$ cat config.mk
export PLATFORM = sky130hd
export DESIGN_NAME = integer_field_formatter_core
export DESIGN_NICKNAME = d
export VERILOG_FILES = /design/src/hdl/ifmt_pkg.sv /design/src/hdl/integer_field_formatter_core.sv /design/src/hdl/ifmt_ctrl.sv /design/src/hdl/ifmt_dpath.sv
export VERILOG_INCLUDE_DIRS = /design/src /design/src/hdl
export SDC_FILE = /design/constraint.sdc
export NUM_CORES = 1
export LEC_CHECK = 0
export ABC_AREA = 1
export BUFFER_PORTS_ARGS = -buffer_cell sky130_fd_sc_hd__buf_2
export CAP_MARGIN = 10
export CORE_UTILIZATION = 50
export DETAILED_ROUTE_END_ITERATION = 16
export PLACE_DENSITY = 0.73
export SLEW_MARGIN = 10
export SYNTH_ARGS = -nofsm -noshare
export SYNTH_HDL_FRONTEND = slang
export SYNTH_HIERARCHICAL = 1
export SYNTH_SLANG_ARGS = --single-unit
$ cat constraint.sdc
create_clock -name i_clk -period 7.4 [get_ports i_clk]
set_clock_uncertainty 0.1 [all_clocks]
set_input_delay 1.11 -clock i_clk [delete_from_list [all_inputs] [get_ports i_clk]]
set_output_delay 1.11 -clock i_clk [all_outputs]
set_load 0.005 [all_outputs]
$ cat src/hdl/assert_macros.svh
// assertion macros used by the formatter datapath
`ifndef ASSERT_MACROS_SVH
`define ASSERT_MACROS_SVH

`ifndef SYNTH

`define ASSERT_CHK(label, clk, rst_n, prop) \
    label: assert property (@(posedge clk) disable iff (!(rst_n)) prop) \
        else $error("assertion failed");

`define ASSERT_NEVER(label, clk, rst_n, expr) \
    label: assert property (@(posedge clk) disable iff (!(rst_n)) !(expr)) \
        else $error("forbidden condition seen");

`else

`define ASSERT_CHK(label, clk, rst_n, prop)

`define ASSERT_NEVER(label, clk, rst_n, expr)

`endif

`endif

$ cat src/hdl/ifmt_pkg.sv
// types, constants and helpers of the integer field formatter
package ifmt_pkg;

    localparam int MAX_FIELD  = 64;
    localparam int POS_W      = $clog2(MAX_FIELD + 1);
    localparam int MAG_W      = 64;
    localparam int FW_W       = 7;
    localparam int PREC_W     = 6;
    localparam int CHAR_W     = 8;
    localparam int DEC_DIGITS = 20;
    localparam int HEX_DIGITS = MAG_W / 4;
    localparam int DIG_IDX_W  = $clog2(DEC_DIGITS);
    localparam int NDS_W      = $clog2(DEC_DIGITS + 1);
    localparam int BITCNT_W   = $clog2(MAG_W + 1);
    localparam int IN_FIELDS_W = MAG_W + 3 + FW_W + PREC_W + 5 + POS_W;
    localparam int IN_TDATA_W  = ((IN_FIELDS_W + 7) / 8) * 8;

    // input tdata field offsets
    localparam int OFS_NEG   = MAG_W;
    localparam int OFS_HEX   = OFS_NEG + 1;
    localparam int OFS_UPPER = OFS_HEX + 1;
    localparam int OFS_FW    = OFS_UPPER + 1;
    localparam int OFS_PREC  = OFS_FW + FW_W;
    localparam int OFS_HPREC = OFS_PREC + PREC_W;
    localparam int OFS_LEFT  = OFS_HPREC + 1;
    localparam int OFS_ZPAD  = OFS_LEFT + 1;
    localparam int OFS_PLUS  = OFS_ZPAD + 1;
    localparam int OFS_SPACE = OFS_PLUS + 1;
    localparam int OFS_ROOM  = OFS_SPACE + 1;

    localparam logic [CHAR_W-1:0] CH_SPACE = 8'h20;
    localparam logic [CHAR_W-1:0] CH_PLUS  = 8'h2B;
    localparam logic [CHAR_W-1:0] CH_MINUS = 8'h2D;
    localparam logic [CHAR_W-1:0] CH_ZERO  = 8'h30;
    localparam logic [CHAR_W-1:0] CH_UA    = 8'h41;
    localparam logic [CHAR_W-1:0] CH_LA    = 8'h61;

    typedef enum logic [3:0] {
        ST_IDLE,
        ST_CONV,
        ST_SIZE,
        ST_START,
        ST_LEAD,
        ST_SIGN,
        ST_ZERO,
        ST_DIGIT,
        ST_TRAIL
    } t_state;

    typedef enum logic [2:0] {
        SEC_LEAD,
        SEC_SIGN,
        SEC_ZERO,
        SEC_DIGIT,
        SEC_TRAIL
    } t_sect;

    typedef struct packed {
        logic  capture;
        logic  conv_step;
        logic  size;
        logic  load;
        t_sect load_sect;
        logic  emit;
        t_sect sect;
    } t_cmd;

    typedef struct packed {
        logic conv_done;
        logic out_free;
        logic sec_one;
        logic lead_nz;
        logic sign_nz;
        logic zero_nz;
        logic trail_nz;
    } t_stat;

    function automatic logic [CHAR_W-1:0] digit_char(input logic [3:0] d, input logic upper);
        logic [CHAR_W-1:0] c;
        if (d < 4'd10) begin
            c = CH_ZERO + {4'd0, d};
        end else begin
            c = (upper ? CH_UA : CH_LA) + {4'd0, d} - 8'd10;
        end
        return c;
    endfunction

endpackage

$ cat src/hdl/integer_field_formatter_core.sv
// printf style integer field formatter, top level
//
//  channel   dir  tdata                          tuser  tlast
//  s_axis    in   item fields, 92 of 96 bits     -      -
//  m_axis    out  char_out[7:0]                  fits   last
//
//  one input beat yields 1 to 64 output beats, one per cycle when m_axis is ready.
//  decimal conversion is a bit-serial binary to bcd shift; hex loads at once.
//  per item: capture, conversion (done at once for hex), sizing and a start step, then the characters.
//  s_axis is ready only while no item is in work; m_axis stalls hold the sequencer.
//  synchronous active-low reset clears the sequencer and the output valid.
module integer_field_formatter_core (
    input  logic                             i_clk,
    input  logic                             i_rst_n,
    input  logic                             i_s_axis_tvalid,
    output logic                             o_s_axis_tready,
    // magnitude, negative, hex_base, upper_case, field_width, min_digits,
    // has_precision, left_align, zero_pad, force_plus, space_sign, room, zero fill
    input  logic [ifmt_pkg::IN_TDATA_W-1:0]  i_s_axis_tdata,
    output logic                             o_m_axis_tvalid,
    input  logic                             i_m_axis_tready,
    // char_out
    output logic [ifmt_pkg::CHAR_W-1:0]      o_m_axis_tdata,
    // fits
    output logic                             o_m_axis_tuser,
    output logic                             o_m_axis_tlast
);
    import ifmt_pkg::*;

    t_cmd  cmd;
    t_stat stat;

    ifmt_ctrl u_ctrl (
        .i_clk           (i_clk),
        .i_rst_n         (i_rst_n),
        .i_s_axis_tvalid (i_s_axis_tvalid),
        .o_s_axis_tready (o_s_axis_tready),
        .i_stat          (stat),
        .o_cmd           (cmd)
    );

    ifmt_dpath u_dpath (
        .i_clk           (i_clk),
        .i_rst_n         (i_rst_n),
        .i_s_axis_tdata  (i_s_axis_tdata),
        .i_m_axis_tready (i_m_axis_tready),
        .i_cmd           (cmd),
        .o_stat          (stat),
        .o_m_axis_tvalid (o_m_axis_tvalid),
        .o_m_axis_tdata  (o_m_axis_tdata),
        .o_m_axis_tuser  (o_m_axis_tuser),
        .o_m_axis_tlast  (o_m_axis_tlast)
    );

endmodule

$ cat src/hdl/ifmt_ctrl.sv
// sequencer: conversion, sizing and the five sections of the field
module ifmt_ctrl (
    input  logic           i_clk,
    input  logic           i_rst_n,
    input  logic           i_s_axis_tvalid,
    output logic           o_s_axis_tready,
    input  ifmt_pkg::t_stat i_stat,
    output ifmt_pkg::t_cmd  o_cmd
);
    import ifmt_pkg::*;

    t_state r_state;
    t_state n_state;
    t_state after_lead;
    t_state after_sign;
    t_state after_digit;
    t_state first_sec;
    logic   emit;

    function automatic t_sect state_sect(input t_state s);
        t_sect r;
        case (s)
            ST_LEAD:  r = SEC_LEAD;
            ST_SIGN:  r = SEC_SIGN;
            ST_ZERO:  r = SEC_ZERO;
            ST_DIGIT: r = SEC_DIGIT;
            ST_TRAIL: r = SEC_TRAIL;
            default:  r = SEC_DIGIT;
        endcase
        return r;
    endfunction

    always_ff @(posedge i_clk) begin
        if (!i_rst_n) begin
            r_state <= ST_IDLE;
        end else begin
            r_state <= n_state;
        end
    end

    assign emit = (r_state inside {ST_LEAD, ST_SIGN, ST_ZERO, ST_DIGIT, ST_TRAIL})
                  && i_stat.out_free;

    // skip empty sections
    always_comb begin
        after_sign  = i_stat.zero_nz ? ST_ZERO : ST_DIGIT;
        after_lead  = i_stat.sign_nz ? ST_SIGN : after_sign;
        first_sec   = i_stat.lead_nz ? ST_LEAD : after_lead;
        after_digit = i_stat.trail_nz ? ST_TRAIL : ST_IDLE;
    end

    always_comb begin
        n_state = r_state;
        case (r_state)
            ST_IDLE: begin
                if (i_s_axis_tvalid) begin
                    n_state = ST_CONV;
                end
            end
            ST_CONV: begin
                if (i_stat.conv_done) begin
                    n_state = ST_SIZE;
                end
            end
            ST_SIZE:  n_state = ST_START;
            ST_START: n_state = first_sec;
            ST_LEAD: begin
                if (emit && i_stat.sec_one) begin
                    n_state = after_lead;
                end
            end
            ST_SIGN: begin
                if (emit && i_stat.sec_one) begin
                    n_state = after_sign;
                end
            end
            ST_ZERO: begin
                if (emit && i_stat.sec_one) begin
                    n_state = ST_DIGIT;
                end
            end
            ST_DIGIT: begin
                if (emit && i_stat.sec_one) begin
                    n_state = after_digit;
                end
            end
            ST_TRAIL: begin
                if (emit && i_stat.sec_one) begin
                    n_state = ST_IDLE;
                end
            end
            default: n_state = ST_IDLE;
        endcase
    end

    always_comb begin
        o_s_axis_tready   = (r_state == ST_IDLE);
        o_cmd.capture     = (r_state == ST_IDLE) && i_s_axis_tvalid;
        o_cmd.conv_step   = (r_state == ST_CONV) && !i_stat.conv_done;
        o_cmd.size        = (r_state == ST_SIZE);
        o_cmd.emit        = emit;
        o_cmd.sect        = state_sect(r_state);
        o_cmd.load_sect   = state_sect(n_state);
        o_cmd.load        = (r_state == ST_START)
                            || (emit && i_stat.sec_one && n_state != ST_IDLE);
    end

endmodule

$ cat src/hdl/ifmt_dpath.sv
// digit conversion, field sizing and character generation
`include "assert_macros.svh"

module ifmt_dpath (
    input  logic                                 i_clk,
    input  logic                                 i_rst_n,
    input  logic [ifmt_pkg::IN_TDATA_W-1:0]      i_s_axis_tdata,
    input  logic                                 i_m_axis_tready,
    input  ifmt_pkg::t_cmd                       i_cmd,
    output ifmt_pkg::t_stat                      o_stat,
    output logic                                 o_m_axis_tvalid,
    output logic [ifmt_pkg::CHAR_W-1:0]          o_m_axis_tdata,
    output logic                                 o_m_axis_tuser,
    output logic                                 o_m_axis_tlast
);
    import ifmt_pkg::*;

    // captured item
    logic [MAG_W-1:0]    r_mag;
    logic [3:0]          r_bcd [DEC_DIGITS];
    logic [BITCNT_W-1:0] r_bitcnt;
    logic                r_neg;
    logic                r_upper;
    logic [FW_W-1:0]     r_fw;
    logic [PREC_W-1:0]   r_prec;
    logic                r_has_prec;
    logic                r_left;
    logic                r_zpad;
    logic                r_plus;
    logic                r_space;
    logic [POS_W-1:0]    r_room;

    // field layout
    logic [NDS_W-1:0]    r_nd_sig;
    logic [PREC_W-1:0]   r_nd_eff;
    logic [POS_W-1:0]    r_pad;
    logic [POS_W-1:0]    r_total;
    logic [CHAR_W-1:0]   r_sign_char;
    logic                r_has_sign;
    logic [POS_W-1:0]    r_sec;
    logic [POS_W-1:0]    r_pos;

    // output register
    logic                r_out_valid;
    logic [CHAR_W-1:0]   r_out_char;
    logic                r_out_fits;
    logic                r_out_last;

    logic [3:0]          adj [DEC_DIGITS];
    logic [NDS_W-1:0]    nd_sig;
    logic [PREC_W-1:0]   nd_eff;
    logic [FW_W-1:0]     fw_sat;
    logic [POS_W-1:0]    used;
    logic [POS_W-1:0]    pad;
    logic                has_sign;
    logic [CHAR_W-1:0]   sign_char;
    logic [POS_W-1:0]    sec_len;
    logic [POS_W-1:0]    dig_idx;
    logic [CHAR_W-1:0]   ch;
    logic                is_last;

    // shift-and-add-3 correction before each shift
    always_comb begin
        for (int i = 0; i < DEC_DIGITS; i++) begin
            adj[i] = (r_bcd[i] >= 4'd5) ? r_bcd[i] + 4'd3 : r_bcd[i];
        end
    end

    always_ff @(posedge i_clk) begin
        if (i_cmd.capture) begin
            r_mag      <= i_s_axis_tdata[OFS_HEX] ? '0 : i_s_axis_tdata[MAG_W-1:0];
            r_bitcnt   <= i_s_axis_tdata[OFS_HEX] ? '0 : BITCNT_W'(MAG_W);
            for (int i = 0; i < DEC_DIGITS; i++) begin
                r_bcd[i] <= '0;
            end
            for (int i = 0; i < HEX_DIGITS; i++) begin
                if (i_s_axis_tdata[OFS_HEX]) begin
                    r_bcd[i] <= i_s_axis_tdata[4*i +: 4];
                end
            end
            r_neg      <= i_s_axis_tdata[OFS_NEG];
            r_upper    <= i_s_axis_tdata[OFS_UPPER];
            r_fw       <= i_s_axis_tdata[OFS_FW +: FW_W];
            r_prec     <= i_s_axis_tdata[OFS_PREC +: PREC_W];
            r_has_prec <= i_s_axis_tdata[OFS_HPREC];
            r_left     <= i_s_axis_tdata[OFS_LEFT];
            r_zpad     <= i_s_axis_tdata[OFS_ZPAD];
            r_plus     <= i_s_axis_tdata[OFS_PLUS];
            r_space    <= i_s_axis_tdata[OFS_SPACE];
            r_room     <= i_s_axis_tdata[OFS_ROOM +: POS_W];
        end else if (i_cmd.conv_step) begin
            r_mag    <= {r_mag[MAG_W-2:0], 1'b0};
            r_bcd[0] <= {adj[0][2:0], r_mag[MAG_W-1]};
            for (int i = 1; i < DEC_DIGITS; i++) begin
                r_bcd[i] <= {adj[i][2:0], adj[i-1][3]};
            end
            r_bitcnt <= r_bitcnt - BITCNT_W'(1);
        end
    end

    // significant digits, at least one for a zero value
    always_comb begin
        nd_sig = NDS_W'(1);
        for (int i = 1; i < DEC_DIGITS; i++) begin
            if (r_bcd[i] != 4'd0) begin
                nd_sig = NDS_W'(i + 1);
            end
        end
        nd_eff = (r_has_prec && r_prec > PREC_W'(nd_sig)) ? r_prec : PREC_W'(nd_sig);
        has_sign  = r_neg || r_plus || r_space;
        sign_char = r_neg ? CH_MINUS : (r_plus ? CH_PLUS : CH_SPACE);
        fw_sat    = (r_fw > FW_W'(MAX_FIELD)) ? FW_W'(MAX_FIELD) : r_fw;
        used      = POS_W'(nd_eff) + POS_W'(has_sign);
        pad       = (POS_W'(fw_sat) > used) ? POS_W'(fw_sat) - used : '0;
    end

    always_ff @(posedge i_clk) begin
        if (i_cmd.size) begin
            r_nd_sig    <= nd_sig;
            r_nd_eff    <= nd_eff;
            r_pad       <= pad;
            r_total     <= used + pad;
            r_has_sign  <= has_sign;
            r_sign_char <= sign_char;
        end
    end

    always_comb begin
        case (i_cmd.load_sect)
            SEC_LEAD:  sec_len = r_pad;
            SEC_SIGN:  sec_len = POS_W'(1);
            SEC_ZERO:  sec_len = r_pad;
            SEC_DIGIT: sec_len = POS_W'(r_nd_eff);
            SEC_TRAIL: sec_len = r_pad;
            default:   sec_len = r_pad;
        endcase
    end

    always_ff @(posedge i_clk) begin
        if (i_cmd.size) begin
            r_pos <= '0;
        end else if (i_cmd.emit) begin
            r_pos <= r_pos + POS_W'(1);
        end
        if (i_cmd.load) begin
            r_sec <= sec_len;
        end else if (i_cmd.emit) begin
            r_sec <= r_sec - POS_W'(1);
        end
    end

    // digits leave most significant first; indexes past the value give precision zeros
    always_comb begin
        dig_idx = r_sec - POS_W'(1);
        case (i_cmd.sect)
            SEC_LEAD:  ch = CH_SPACE;
            SEC_SIGN:  ch = r_sign_char;
            SEC_ZERO:  ch = CH_ZERO;
            SEC_DIGIT: begin
                if (dig_idx < POS_W'(r_nd_sig)) begin
                    ch = digit_char(r_bcd[dig_idx[DIG_IDX_W-1:0]], r_upper);
                end else begin
                    ch = CH_ZERO;
                end
            end
            SEC_TRAIL: ch = CH_SPACE;
            default:   ch = CH_SPACE;
        endcase
        is_last = (r_pos == r_total - POS_W'(1));
    end

    always_ff @(posedge i_clk) begin
        if (!i_rst_n) begin
            r_out_valid <= 1'b0;
        end else if (i_cmd.emit) begin
            r_out_valid <= 1'b1;
        end else if (i_m_axis_tready) begin
            r_out_valid <= 1'b0;
        end
        if (i_cmd.emit) begin
            r_out_char <= ch;
            r_out_fits <= (r_pos < r_room);
            r_out_last <= is_last;
        end
    end

    always_comb begin
        o_stat.conv_done = (r_bitcnt == '0);
        o_stat.out_free  = !r_out_valid || i_m_axis_tready;
        o_stat.sec_one   = (r_sec == POS_W'(1));
        o_stat.lead_nz   = !r_left && !r_zpad && (r_pad != '0);
        o_stat.sign_nz   = r_has_sign;
        o_stat.zero_nz   = !r_left && r_zpad && (r_pad != '0);
        o_stat.trail_nz  = r_left && (r_pad != '0);
    end

    assign o_m_axis_tvalid = r_out_valid;
    assign o_m_axis_tdata  = r_out_char;
    assign o_m_axis_tuser  = r_out_fits;
    assign o_m_axis_tlast  = r_out_last;

    `ASSERT_CHK(a_emit_in_field, i_clk, i_rst_n, i_cmd.emit |-> (r_pos < r_total))
    `ASSERT_CHK(a_last_ends_sect, i_clk, i_rst_n, (i_cmd.emit && is_last) |-> o_stat.sec_one)
    `ASSERT_CHK(a_emit_shows, i_clk, i_rst_n, i_cmd.emit |=> r_out_valid)
    `ASSERT_NEVER(a_conv_overrun, i_clk, i_rst_n, i_cmd.conv_step && (r_bitcnt == '0))

endmodule

Word level (Yosys, flattened, before mapping)
Memory sizes are Yosys's and may differ from the RTL's. Index checks and enable logic that the tools add are counted.

Flip-flop bits (word level): 161. Memory bits (writable): 80. Bits of input ports: 100. Output and inout port bits: 12. Logic and storage cells: 299. Memories kept: 1.

$add $sub $neg: 30. Magnitude comparators: 26. Equal/unequal tests: 19. Multiplexer cells: 116. Bitwise operators: 36. Reduce and logical (&&, ||, !) cells: 46.

Memory list: u_dpath.r_bcd (depth 20, bits a word 4, read ports 21, clocked after memory_dff 0, write ports 20, RTL line ifmt_dpath.sv:20) `logic [3:0] r_bcd [DEC_DIGITS];`.

Operator list (count): 4-bit 2-to-1 mux (74); 64-bit 2-to-1 mux (3); 4-bit by 3-bit greater-or-equal comparator with 1-bit output (second input constant) (20); 4-bit nonzero test (20); 4-bit by 2-bit adder with 4-bit output (second input constant) (19); 7-bit 2-to-1 mux (7); 1-bit bitwise OR (36); 4-bit one-hot mux with 9 select lines (1); 4-bit by 3-bit equality test with 1-bit output (second input constant) (7); 5-bit 2-to-1 mux (5); 3-bit one-hot mux with 4 select lines (2); 8-bit one-hot mux with 3 select lines (1); 7-bit by 1-bit subtractor with 7-bit output (second input constant) (3); 8-bit 2-to-1 mux (2); 3-bit 2-to-1 mux (5); 7-bit one-hot mux with 2 select lines (1); 6-bit 2-to-1 mux (2); 1-bit logical AND (11); 1-bit 2-to-1 mux (11); 3-bit by 2-bit equality test with 1-bit output (second input constant) (3); 8-bit by 4-bit adder with 8-bit output (1); 4-bit by 2-bit equality test with 1-bit output (second input constant) (2); 4-bit equality test (second input constant) (2); 8-bit by 4-bit subtractor with 8-bit output (second input constant) (1); other kinds (24) (34).

Depth between registers and ports, before layout
Gate-level depths: netlist of run 1. An unclocked memory read counts as a cell.

Depth after elaboration: 28. Mapped depth: 54. Gate-level depth less buffers: 54.

Modules after synthesis
Netlist of run 1, hierarchy kept.

Modules (own cells, without submodules): ifmt_dpath (instances 1, cells each 1578, area an instance 13974.7 µm², seq. area each 6856.6 µm²); ifmt_ctrl (instances 1, cells each 88, area an instance 455.4 µm², seq. area each 80.1 µm²).

Worst setup path after synthesis of run 1
No wires, ideal clock.

Path type: reg-to-reg. From: memory u_dpath.r_bcd[4][0]. To: register u_dpath.r_total[6], data pin. Setup time: 263 ps. Data arrival time: 6031 ps. Required time: 7037 ps. Path slack: 1007 ps. Cell stages (with the launch flop): 47. Buffers on the path: 0. Clock period less this slack: 6393 ps. Cell sequence: edfxtp_1 inv_1 ha_1 inv_1 nor3_2 and2_1 nand2_1 a21oi_1 o21bai_1 nand2_1 nand2_1 a21oi_4 inv_1 ha_1 inv_1 nor2_1 o211ai_1 o311ai_0 [... 11 more ...] nand2_1 a21oi_1 nor2_1 nor2_1 o21bai_1 and2_1 inv_1 nor2_1 ha_1 fa_1 a21oi_1 o21bai_1 a21oi_1 inv_1 a21oi_1 inv_1 xor2_1 xor2_1.

RTL lines: start, declared (RTL line ifmt_dpath.sv:20); end signal, assigned (RTL line ifmt_dpath.sv:122) `r_total <= used + pad;`; end, declared (RTL line ifmt_dpath.sv:37) `logic [POS_W-1:0] r_total;`.

==> results by group, run 1 <==
Clock network
  • TritonCTS Buffers: 27
  • CTS Buffer Depth: 3
  • Worst-skew pair later-pin latency: 550 ps
  • Max H-tree Level: 1
  • CTS root buffer: clkbuf_16
  • CTS tree: done
  • Clock slew at reported path FFs: about 60 ps
  • Sink Count: 235

Setup path
  • Slowest stage delay, CP: 440 ps
  • R2R Setup Slk: 390 ps
  • Slowest cell on crit path: edfxtp_1
  • Most used cell along the critical path: nand2_1
  • Crit path DAT: a little over 7000 ps
  • Crit-path leading delay family: adder cells
  • Worst-path fanout max: 6
  • Startpoint types: register
  • Critical Path RT: ~7600 ps
  • CP endpoint kind: register
  • Crit. path cell count: 46
  • Reg2reg path depth: 46
  • Critical path buffers and inverters: 8
  • R2R Path Start: u_dpath/r_bcd[4][0]$_SDFFCE_PN0P_
  • Kind of critical path: register to register
  • Worst R2R End: u_dpath/r_total[6]$_DFFE_PP_
  • Worst setup path startpoint: u_dpath/r_bcd[4][0]$_SDFFCE_PN0P_

Die
  • Initial Utilization: about half
  • Die ar.: slightly below 0.03 mm²
  • CORE AREA: 0.02809 mm²
  • Die X: 171.9 µm
  • Boundary Pins: about 110
  • Rows: 61
  • Die height: 171.9 µm

Layout
  • Largest regs: u_dpath/r_bcd: 80 flops, u_dpath/r_mag: 64 flops
  • Most frequent cells in the layout: nand2_1, edfxtp_1, inv_1
  • Number of flip-flops in the largest register: 80
  • Multi-input logic area: 0.006375 mm²
  • Register area: 0.006937 mm²
  • Synthesis-to-layout area growth: 12.43%
  • Fillcell total: around 2,500
  • Biggest register: u_dpath/r_bcd
  • Nets: 1,956
  • Commonest non-fill, non-tap cell in the layout: nand2_1
  • Share of cells above drive strength 1: 13.39%

Synth
  • Top FF cell, synth: edfxtp_1
  • Post-Synth XOR/XNOR Area: 3.165%
  • Seq cells post-synth: 235
  • Post-synthesis mux area share: 0%
  • Post-synth EDFFs: 223
  • Area of the mapped netlist: 0.01443 mm²
  • Synth Area in Simple Gates: 18.48%
  • Post-Synthesis Cells: 1,666
  • Synth Area in Compound Gates: 14.37%
  • Mean post-synth cell area: just under 9 µm²
  • Register area share after synthesis: 48.07%
  • Largest family of logic cells by synthesized area: simple AND/OR/NAND/NOR gates
  • Syn_nets: 1,853
  • Syn. warnings: 6
  • Post-synthesis async set-or-reset flop share: 0%
  • Synth cell types: 60
  • Adder-Cell Fraction of Synth Area: 7.648%

Drt
  • Via density: 5.455
  • Post-route DRC: 0
  • Drt initial violations: 1,205
  • Post-DR wirelength/cell: around 16 µm
  • Met2 wire len: approximately 16,000 µm
  • Max Used Layer: met4
  • M1 WL: 15,280 µm
  • DR pass1 iterations: 5
  • WL met3: 2144 µm
  • Total wire length after detailed routing: 34,010 µm
  • Post-route ant nets: 0
  • Vias post-DR: 11,810

Global routing
  • Number of global-route vias before repair: between 10,000 and 15,000
  • Gr usage total: 22.79%
  • First-pass GRT wire length: 53,680 µm
  • GRT overflow: 0
  • Antenna violations before repair: 2
  • Pin count of the biggest net entering global routing: 92

Placed design
  • GPL Wtd Cong: slightly below 0.9
  • Dpl ws: 166.8 ps
  • Number of buffers inserted by port buffering: 106
  • Detailed Place HPWL: 22,710 µm

Power and ir drop
  • Sequential Power Share: 44.4%
  • Switch share: 32.26%
  • Leakage: 0.007238 µW
  • PwrDens: 261.0 mW/mm²
  • VDD IR max: 0.0001861 V
  • Internal: ~2900 µW
  • Clock power share: 29.6%
  • Combinational power share: 26.0%
  • NetSw: 1366 µW

STA
  • Final setup violation count: 0
  • Final period util: between 90% and 100%
  • F_max: 142.7 MHz
  • Max-slew headroom: roughly 28%
  • TNS Setup: 0 ps
  • Slew @ Worst Pin: 1078 ps
  • Hold Slack: 392.1 ps
  • Hold Violations, Final: 0
  • Max-slew violations: 0
  • Minimum clock period: 7010 ps
  • Setup ws final: 390.0 ps

Run
  • Max Cap Viol: 0

Status
  • Status: finished, final reports clean

Worst hold path
  • Hold EP: u_dpath/r_sign_char[2]$_SDFFCE_PP1P_
  • Hold path depth: 0
  • Hold path startpoint: u_dpath/r_neg$_DFFE_PP_
  • Hold crit path type: register to register
[cell families after synthesis]
group	Yosys count
other	1
xor gates and xnor gates	47
buffers and inverters	299
adders and majority gates	87
DFF	235
and+or+nand+nor	635
AOI/OAI and AO/OA	362
[repair_timing]
| item | CTS | global route |
|---|---|---|
| buffers inserted | 0 | 13 |
| setup endpoints to repair | 0 | 4 |
| resized for setup | 0 | 21 |
| hold buffers | 0 | 0 |
[routing by layer]
metal	track usage (%)	vias up
met2	36.31	408
met1	31.77	5490
li1	-	5843
met4	8.426	0
met5	0	-
met3	2.884	70
[through the flow]
step | util (%) | instance area (µm²) | power [µW] | std cells
4_1_cts | 57.21 | 16070 | 4209 | 2150
3_5_place_dp | 54.33 | 15260 | 2948 | 2105
3_3_place_gp | 54.33 | 15260 | 2897 | 2105
2_1_floorplan | - | 14430 | 2661 | 1666
6_report | 57.76 | 16220 | 4234 | 2165
5_1_grt | 57.76 | 16220 | 4476 | 2165
[power groups by stage]
stage / Sequential, µW / Combinational, µW / Clock, µW
after floorplan: 1870 / 791 / 0
after global placement: 1900 / 1000 / 0
after detailed placement: 1900 / 1050 / 0
after CTS: 1880 / 1050 / 1280
after global routing: 1910 / 1250 / 1320
final: 1880 / 1100 / 1250
[final cells by class]
cell class | instances | share of cell area (%)
flip-flops and latches | 235 | 42.75
multi-input cells | 1132 | 39.29
inverters | 243 | 5.645
repair buffers | 130 | 4.380
clock buffers | 29 | 4.211
well taps | 378 | 2.915
clock inverters | 16 | 0.7712
diodes | 2 | 0.03085
[worst max path at each step]
stage                                        end  slack (ps)
detailed placement  u_dpath/r_total[6]$_DFFE_PP_         170
global route        u_dpath/r_total[6]$_DFFE_PP_         -50
CTS                 u_dpath/r_total[6]$_DFFE_PP_          50
floorplan           u_dpath/r_total[6]$_DFFE_PP_        1010
finish              u_dpath/r_total[6]$_DFFE_PP_         390
global placement    u_dpath/r_total[6]$_DFFE_PP_         380
[worst register-to-register path: cells and delay by family, from the launching register on]
kind / cells / cell delay (ps)
buffers and inverters: 8 / 590
XOR/XNOR: 3 / 480
AND/OR/NAND/NOR: 15 / 1590
flip-flops: 1 / 440
adder cells (fa/ha/maj): 7 / 1870
AO/OA/AOI/OAI: 13 / 1700
[synth_stat cells, types with 3 or more instances]
cell type,number,area (µm²)
xnor2_1,10,87.58
o211ai_1,9,67.56
o21ai_0,150,750.7
nand4_1,7,43.79
dfxtp_1,12,240.2
edfxtp_1,223,6696
nor3b_1,4,30.03
inv_1,228,855.8
nand2_1,340,1276
nand3_1,99,495.5
nor4_1,3,18.77
o21bai_1,3,22.52
nor2_2,7,43.79
nand2_2,6,37.54
o21ai_1,3,15.01
buf_2,5,25.02
a211oi_1,20,150.1
buf_6,4,45.04
a22oi_1,3,22.52
and2_1,3,18.77
a21oi_1,131,655.6
a31oi_1,4,25.02
or2_2,8,50.05
o22ai_1,4,25.02
nor3_1,13,65.06
xor2_1,34,297.8
nor2_1,137,514.2
buf_4,4,30.03
inv_2,12,45.04
buf_1,3,11.26
ha_1,85,1064
clkbuf_1,38,142.6
o221ai_1,18,157.7
No activity file was read; power rests on OpenSTA's default activity.
==> run 2, diff against run 1 <==
--- a/config.mk
+++ b/config.mk
@@ -9,9 +9,9 @@
 export ABC_AREA = 1
 export BUFFER_PORTS_ARGS = -buffer_cell sky130_fd_sc_hd__buf_2
 export CAP_MARGIN = 10
-export CORE_UTILIZATION = 50
+export CORE_UTILIZATION = 30
 export DETAILED_ROUTE_END_ITERATION = 16
-export PLACE_DENSITY = 0.73
+export PLACE_DENSITY = 0.51
 export SLEW_MARGIN = 10
 export SYNTH_ARGS = -nofsm -noshare
 export SYNTH_HDL_FRONTEND = slang
==> run 2 against run 1 <==
  * Setup slack gained 210 ps
  * Highest routed layer unchanged
  * Cell area grew 2.7%
  * Largest cell class unchanged
  * Die area grew 66%
  * Fmax grew 3.1%
  * Register-to-register slack gained 210 ps
  * Largest power group unchanged
  * Via count shrank 2.0%
==> results by group, run 2 (synthesized netlist as in run 1, its figures left out) <==
Status
  • Status: finished, final reports clean

Global routing
  • Number of global-route vias before repair: 11,220
  • Met1 Use GR: 21.19%
  • GR Layer Usage met2: 24.04%
  • Met3 Track Usage GR: 1.912%
  • First-pass GRT wire length: 59,830 µm
  • GRT overflow: 0
  • Antenna violations before repair: 0
  • Gr usage total: 15.05%
  • Pin count of the biggest net entering global routing: 65
  • GRT busiest layer: met2

Drt
  • Post-DR wirelength/cell: 15.55 µm
  • Vias post-DR: about 12,000
  • Post-route ant nets: 0
  • Via density: 4.821
  • Post-route DRC: 0
  • DR pass1 iterations: 7
  • Total wire length after detailed routing: 37,340 µm
  • Drt initial violations: 770

Setup path
  • Worst-path fanout max: 4
  • R2R Setup Slk: 600 ps
  • Slowest cell on crit path: edfxtp_1
  • CP endpoint kind: register
  • Critical Path RT: 7610 ps
  • Kind of critical path: register to register
  • Slowest stage delay, CP: 400 ps
  • Startpoint types: register
  • Crit path capture: u_dpath/r_total[6]$_DFFE_PP_
  • Worst setup path startpoint: u_dpath/r_bcd[4][1]$_SDFFCE_PN0P_
  • R2R Path Start: u_dpath/r_bcd[4][1]$_SDFFCE_PN0P_
  • Reg2reg path depth: 46
  • Worst R2R End: u_dpath/r_total[6]$_DFFE_PP_
  • Crit path DAT: 7000 ps

Placed design
  • Number of buffers inserted by port buffering: 106
  • Placed Cells: 2,340
  • Detailed Place HPWL: 25,700 µm
  • GPL Wtd Cong: about 0.87

Layout
  • Number of flip-flops in the largest register: 80
  • Nets: 1,959
  • Register area: 0.006937 mm²
  • Share of cells above drive strength 1: around 14%
  • Fillcell total: 4,759
  • Most frequent cells in the layout: nand2_1, edfxtp_1, inv_1
  • Synthesis-to-layout area growth: 15.46%
  • Number of diodes: 0
  • Biggest register: u_dpath/r_bcd
  • Multi-input logic area: approximately 0.0064 mm²
  • Fin cells: 2,401
  • Commonest non-fill, non-tap cell in the layout: nand2_1
  • Largest regs: u_dpath/r_bcd: 80 flops, u_dpath/r_mag: 64 flops

Run
  • Max Cap Viol: 0

Clock network
  • CTS root buffer: clkbuf_16
  • Clock slew at reported path FFs: 60 ps
  • Worst-skew pair later-pin latency: 590 ps
  • CTS Buffer Depth: 3
  • Max H-tree Level: 1
  • TritonCTS Buffers: 29
  • Hold-fix buffers, CTS: 0
  • Sink Count: 235
  • CTS tree: done

STA
  • F_max: 147.1 MHz
  • Final setup violation count: 0
  • Minimum clock period: 6796 ps
  • Hold Violations, Final: 0
  • Max-slew headroom: between 30% and 40%
  • Final period util: just over 90%
  • Max-slew violations: 0
  • Hold Slack: 402.2 ps
  • Slew @ Worst Pin: 989.7 ps

Power and ir drop
  • Leakage: 0.007286 µW
  • Total power: 4391 µW
  • PwrDens: 263.5 mW/mm²
  • VDD IR max: 0.0001460 V

Die
  • CORE AREA: about 0.047 mm²
  • Die X: between 200 and 250 µm
  • Boundary Pins: 112
  • Rows: 79
  • Die height: 221.3 µm
  • Die ar.: between 0.04 and 0.05 mm²
  • Initial Utilization: 30.73%

Worst hold path
  • Hold crit path type: register to register
[run 2: repair_timing]
action | CTS | global route
pin swaps | 1 | 2
buffers inserted | 2 | 6
gates resized for setup | 0 | 20
setup endpoints to repair | 1 | 4
endpoints found under the hold margin | 0 | 0
[run 2: report_power, final]
group	internal (µW)	switching [µW]	leakage, µW	total (µW)
registers	1750	131	0.00230	1880
logic	392	710	0.00453	1100
clock network	825	584	0.000452	1410
total	2970	1420	0.00729	4390
[run 2: final cells by class]
cell class / instances / area share, %
clock buffer: 35 / 4.491
tap: 607 / 4.558
clock inverter: 18 / 1.096
timing repair buffer: 131 / 4.311
sequential: 235 / 41.63
inverter: 243 / 5.497
multi-input combinational: 1132 / 38.41
[run 2: worst max-delay path: cells and delay by family, from the launching register on]
kind	cells	cell delay, ps
AND/OR/NAND/NOR	15	1640
AO/OA/AOI/OAI	13	1620
adder cells (fa/ha/maj)	6	1530
buffers and inverters	9	700
XOR/XNOR	3	500
flip-flops	1	400
[run 2: per-stage QoR]
| stage | TNS, ps | util [%] | cell area [µm²] | setup WS [ps] |
|---|---|---|---|---|
| 2_1_floorplan | 0 | - | 14430 | 1007 |
| 3_3_place_gp | 0 | 33.21 | 15590 | 187.3 |
| 3_5_place_dp | 0 | 33.21 | 15590 | 8.279 |
| 4_1_cts | 0 | 35.22 | 16540 | 112.3 |
| 5_1_grt | -21.63 | 35.49 | 16660 | -21.63 |
| 6_report | 0 | 35.49 | 16660 | 603.8 |
[run 2: how the worst min path moves through the flow]
stage                                      endpoint                         from  slack (ps)  depth (start not counted)
2_1_floorplan  u_dpath/r_sign_char[2]$_SDFFCE_PP1P_      u_dpath/r_neg$_DFFE_PP_         340                          0
3_3_place_gp            u_dpath/r_mag[26]$_DFFE_PP_  u_dpath/r_mag[25]$_DFFE_PP_         400                          2
3_5_place_dp   u_dpath/r_sign_char[2]$_SDFFCE_PP1P_      u_dpath/r_neg$_DFFE_PP_         410                          0
4_1_cts                 u_dpath/r_mag[40]$_DFFE_PP_  u_dpath/r_mag[39]$_DFFE_PP_         420                          2
5_1_grt                 u_dpath/r_mag[40]$_DFFE_PP_  u_dpath/r_mag[39]$_DFFE_PP_         440                          2
6_report                 u_dpath/r_mag[3]$_DFFE_PP_   u_dpath/r_mag[2]$_DFFE_PP_         400                          2
[run 2: metal layers]
metal,up-vias,share of wire [%]
met1,5418,49
li1,5837,-
met3,53,4.5
met2,268,45
met5,-,0
met4,0,2.0
